File: config.mk
export PLATFORM = sky130hd
export DESIGN_NAME = wrl3d_ram
export DESIGN_NICKNAME = d
export VERILOG_FILES = /design/src/watershed_region_labeler_3d_core_macros.svh /design/src/wrl3d_ram.sv
export SDC_FILE = /design/constraint.sdc
export NUM_CORES = 1
export LEC_CHECK = 0
export ABC_AREA = 1
export BUFFER_PORTS_ARGS = -buffer_cell sky130_fd_sc_hd__clkbuf_2
export CELL_PAD_IN_SITES_DETAIL_PLACEMENT = 1
export CELL_PAD_IN_SITES_GLOBAL_PLACEMENT = 2
export CORE_MARGIN = 2
export CORE_UTILIZATION = 36
export CTS_CLUSTER_DIAMETER = 50
export DETAILED_ROUTE_END_ITERATION = 16
export PLACE_DENSITY_LB_ADDON = 0.2
export RECOVER_POWER = 50
export SLEW_MARGIN = 20
export SYNTH_ARGS = -nofsm -noshare
export SYNTH_HDL_FRONTEND = slang
export SYNTH_SLANG_ARGS = --single-unit
File: constraint.sdc
create_clock -name clk -period 1 [get_ports clk]
set_input_delay 0 -clock clk [delete_from_list [all_inputs] [get_ports clk]]
set_output_delay 0 -clock clk [all_outputs]
set_load 0.01 [all_outputs]
File: src/watershed_region_labeler_3d_core_macros.svh
// Assertion macros shared by the labeler RTL.
`ifndef WATERSHED_REGION_LABELER_3D_CORE_MACROS_SVH
`define WATERSHED_REGION_LABELER_3D_CORE_MACROS_SVH
`ifndef SYNTHESIS
// Same-cycle implication, checked on every rising edge outside reset.
`define WRL_ASSERT_IMP(lbl, ante, cons) \
  lbl: assert property (@(posedge clk) disable iff (!rst_n) (ante) |-> (cons)) \
    else $error("watershed labeler check failed");
// Next-cycle implication, checked on every rising edge outside reset.
`define WRL_ASSERT_NXT(lbl, ante, cons) \
  lbl: assert property (@(posedge clk) disable iff (!rst_n) (ante) |=> (cons)) \
    else $error("watershed labeler check failed");
`else
`define WRL_ASSERT_IMP(lbl, ante, cons)
`define WRL_ASSERT_NXT(lbl, ante, cons)
`endif
`endif

File: src/wrl3d_ram.sv
module wrl3d_ram #(
  parameter int WIDTH = 8,
  parameter int DEPTH = 16,
  localparam int AW = $clog2(DEPTH)
) (
  input  logic             clk,
  input  logic             we,
  input  logic [AW-1:0]    waddr,
  input  logic [WIDTH-1:0] wdata,
  input  logic [AW-1:0]    raddr,
  output logic [WIDTH-1:0] rdata
);

  logic [WIDTH-1:0] mem [DEPTH];

  // One write port and one registered read port.
  always_ff @(posedge clk) begin
    if (we) begin
      mem[waddr] <= wdata;
    end
    rdata <= mem[raddr];
  end

endmodule

* Yosys cells after proc, flatten, opt, wreduce, memory -nomap -nowiden *
Memories as Yosys holds them, arrays and structs flattened. A register that Yosys moved wholly into a read port is not among the register bits.
Cells that the tools add are included.

operators by class
  muxes and demuxes = 2

operators with widths
  cell    number
  $mux 1  2

storage, ports and cells
  flip-flop bits (word level) = 0
  bits in writable memories = 128
  word-level logic and storage cells = 3
  memories kept = 1

memory list
  name  words  bits a word  read ports  clocked after memory_dff  wr ports  RTL line         source
  mem   16     8            1           1                         1         wrl3d_ram.sv:14  logic [WIDTH-1:0] mem [DEPTH];

* Logic depth before layout (Yosys ltp) *
  word-level depth = 2
  mapped depth = 8
  depth with buffers taken out = 7

* Worst setup path after synthesis *
OpenSTA, ideal clock, no wires.

  kind = input to register
  from = input waddr[3]
  to = memory mem[4][0], enable pin
  arrival time = 0.581 ns
  data required time = 0.630 ns
  path slack = 0.049 ns
  stages = 2
  path buffers = 0
  cells stage by stage = nand3b_1 -> nor2_1

RTL lines
  what         RTL line         source
  from (decl)  wrl3d_ram.sv:8   input logic [AW-1:0] waddr,
  to (decl)    wrl3d_ram.sv:14

No word-level cell before the write port.

==> flow_summary.json <==
{
  "status": "complete, no violations",
  "ys_seq_elements": 136,
  "fin_crit_ps": 978,
  "start_util_pct": 36.6,
  "clk_path_buf_depth": 2,
  "fmax_mhz": 1020,
  "multi_input_area_mm2": 0.00139,
  "rr_worst_depth": 6,
  "fp.dieH_um": 131,
  "path_clk_slew_ps": 50,
  "min_to": "rdata[0]",
  "cp_max_fo": 1,
  "first_pass_iters": 5,
  "fill_cells": 1787,
  "cts_inserted_buffers": 17,
  "via_per_inst": 4.65,
  "ys.flop_type": "edfxtp_1",
  "hold_viol": 0,
  "p_leak_nw": 3.05,
  "ant_nets": 0,
  "syn_to_final_growth_pct": 22.8,
  "cts_htree_levels": 4,
  "cts-root-buf": "clkbuf_16",
  "slew_headroom_pct": 34.2,
  "drcViolationCount": 0,
  "synth_edf_count": 128,
  "crit_start": "mem[12][7]",
  "syn_area_per_cell_um2": 10.5,
  "grt_pass1_wl_um": 24000,
  "routed_wl_um": 15400,
  "clkLatencyLatePin_ps": 420,
  "fin_skew_ps": 8.23,
  "power_density_mw_per_mm2": 1880,
  "hp-start": "raddr[3]",
  "postCtsSetupRepairBufs": 0,
  "antenna_found_initial": 0,
  "synthCells": 551,
  "avgRoutedWirePerCell_um": 18.4,
  "dp_hpwl_um": 9850,
  "r2r_slack_ps": 20,
  "yosysSeqAreaShare_pct": 69.4,
  "dr.first_iter.drc_count": 164,
  "fin_area_mm2": 0.00708,
  "grtUsageMet1_pct": 26.2,
  "hold_path.class": "input port to flip-flop",
  "grt_max_degree": 47,
  "io_buffers": 25,
  "first_global_vias": 4153,
  "top_usage_layer": "met2",
  "grt_use_met2_pct": 32.6,
  "synth_top_cell_by_area": "edfxtp_1",
  "critPathLaunchType": "flip-flop",
  "cp.arrival_ps": 1280,
  "synthesis.area_mm2": 0.00577,
  "pin_count": 26,
  "gp_congestion": 0.753,
  "synth.most_common_cell": "nand2_1",
  "rows": 46,
  "final_nets": 626,
  "worstSetupEndpointType": "flip-flop",
  "post_dp_cell_area_mm2": 0.00637,
  "worstMarginPinSlew_ps": 987,
  "slew_viol_final": 0,
  "reg2reg_from": "mem[12][7]",
  "cts_tree": "yes",
  "yosys.area.top_type_share_pct": 66.7,
  "grt_use_total_pct": 19.9,
  "grt-ovfl-total": 0,
  "post-route-period-util_pct": 97.8,
  "synth_area_leaders": "edfxtp_1, nand2_1, nand3_1",
  "whs_ps": 65.2,
  "drv_cap": 0,
  "diodes": 0,
  "die_area_mm2": 0.0170,
  "dieWidth_um": 131,
  "rsz0062_at_grt": "yes",
  "critPathKind": "flip-flop to flip-flop",
  "synth-async-reset-ratio_pct": 0,
  "finalSetupViolCount": 0,
  "synth_nets": 569,
  "core_area_mm2": 0.0158,
  "r2r_end": "rdata[7]",
  "synth_common_cells": "nand2_1, edfxtp_1, inv_1, nand3_1, nor2_1",
  "regArea_mm2": 0.00401,
  "vias": 3891,
  "cts_sinks": 136,
  "synth_cell_types": 12,
  "drive_gt1_share_pct": 18.5,
  "cp.required_ps": 1300,
  "grt_use_met3_pct": 4.76,
  "yosys_warnings": 0,
  "utilization_pct": 44.9,
  "holdPathStages": 4,
  "ctsHoldBuffers": 0,
  "peakVddDrop_mv": 1.20
}
-- flip-flops by register name, indices dropped and copies added, names as in the netlist --
name   flops
mem      128
rdata      8
-- worst max-delay path: stages, from the launching register on --
cell	delay (ps)
edfxtp_1	360
inv_1	70
nand2_1	60
nand3_2	80
nand3_2	100
nand3_2	110
nand2_1	70
-- cell type report --
cell class / count / area share (%)
Multi-Input combinational cell: 289 / 19.6
Clock inverter: 4 / 0.618
Timing Repair Buffer: 62 / 6.89
Sequential cell: 136 / 56.5
Clock buffer: 28 / 7.15
Inverter: 102 / 5.41
Tap cell: 216 / 3.82
-- through the flow --
stage	setup TNS, ps	setup slack (ps)	cells	total power (W)
after detailed placement	-3110	-246	805	0.00747
after CTS	0	0.185	837	0.0134
after floorplan	0	49.2	551	0.00699
after global placement	-2140	-230	805	0.00745
final	0	21.9	837	0.0133
after global routing	-99.1	-29.2	837	0.0137
-- per-layer routing --
| layer | vias to the layer above | part of all wire [%] |
|---|---|---|
| met5 | - | 0 |
| met4 | 0 | 1.4 |
| met3 | 13 | 3.2 |
| met2 | 76 | 49 |
| met1 | 1916 | 46 |
| li1 | 1886 | - |
-- cells in the final DEF (no fill, tap or decap), drive strengths merged --
| cell | n |
|---|---|
| nand2 | 173 |
| edfxtp | 128 |
| inv | 102 |
| nand3 | 97 |
| clkbuf | 54 |
| buf | 36 |
| nor2 | 17 |
| dfxtp | 8 |
| clkinv | 3 |
| nand3b | 2 |
| bufinv | 1 |
-- cell families (layout without fill, tap and decap cells) --
logic type / after synthesis / count (layout) / share of synthesized area, %
simple gates: 289 / 289 / 21.0
flops: 136 / 136 / 69.4
buf+inv: 126 / 196 / 9.52
-- worst max-delay path by stage --
stage / end / slack (ps) / cells after the start
after global routing: rdata[5] / -30 / 6
final: rdata[7] / 20 / 6
after floorplan: mem[4][0] / 50 / 2
after detailed placement: rdata[7] / -250 / 8
after global placement: rdata[7] / -230 / 8
after CTS: rdata[0] / 0.2 / 6
-- power by group --
group / internal [W] / leakage [nW] / switching, W
logic: 0.000318 / 1.56 / 0.000642
clock network: 0.00367 / 0.270 / 0.00222
registers: 0.00638 / 1.22 / 0.0000504
total: 0.0104 / 3.05 / 0.00291
-- what timing repair did --
action	CTS	global route
gates resized for setup	7	30
setup endpoints to repair	5	8
pin swaps	2	9
No activity file was read; power rests on OpenSTA's default activity.
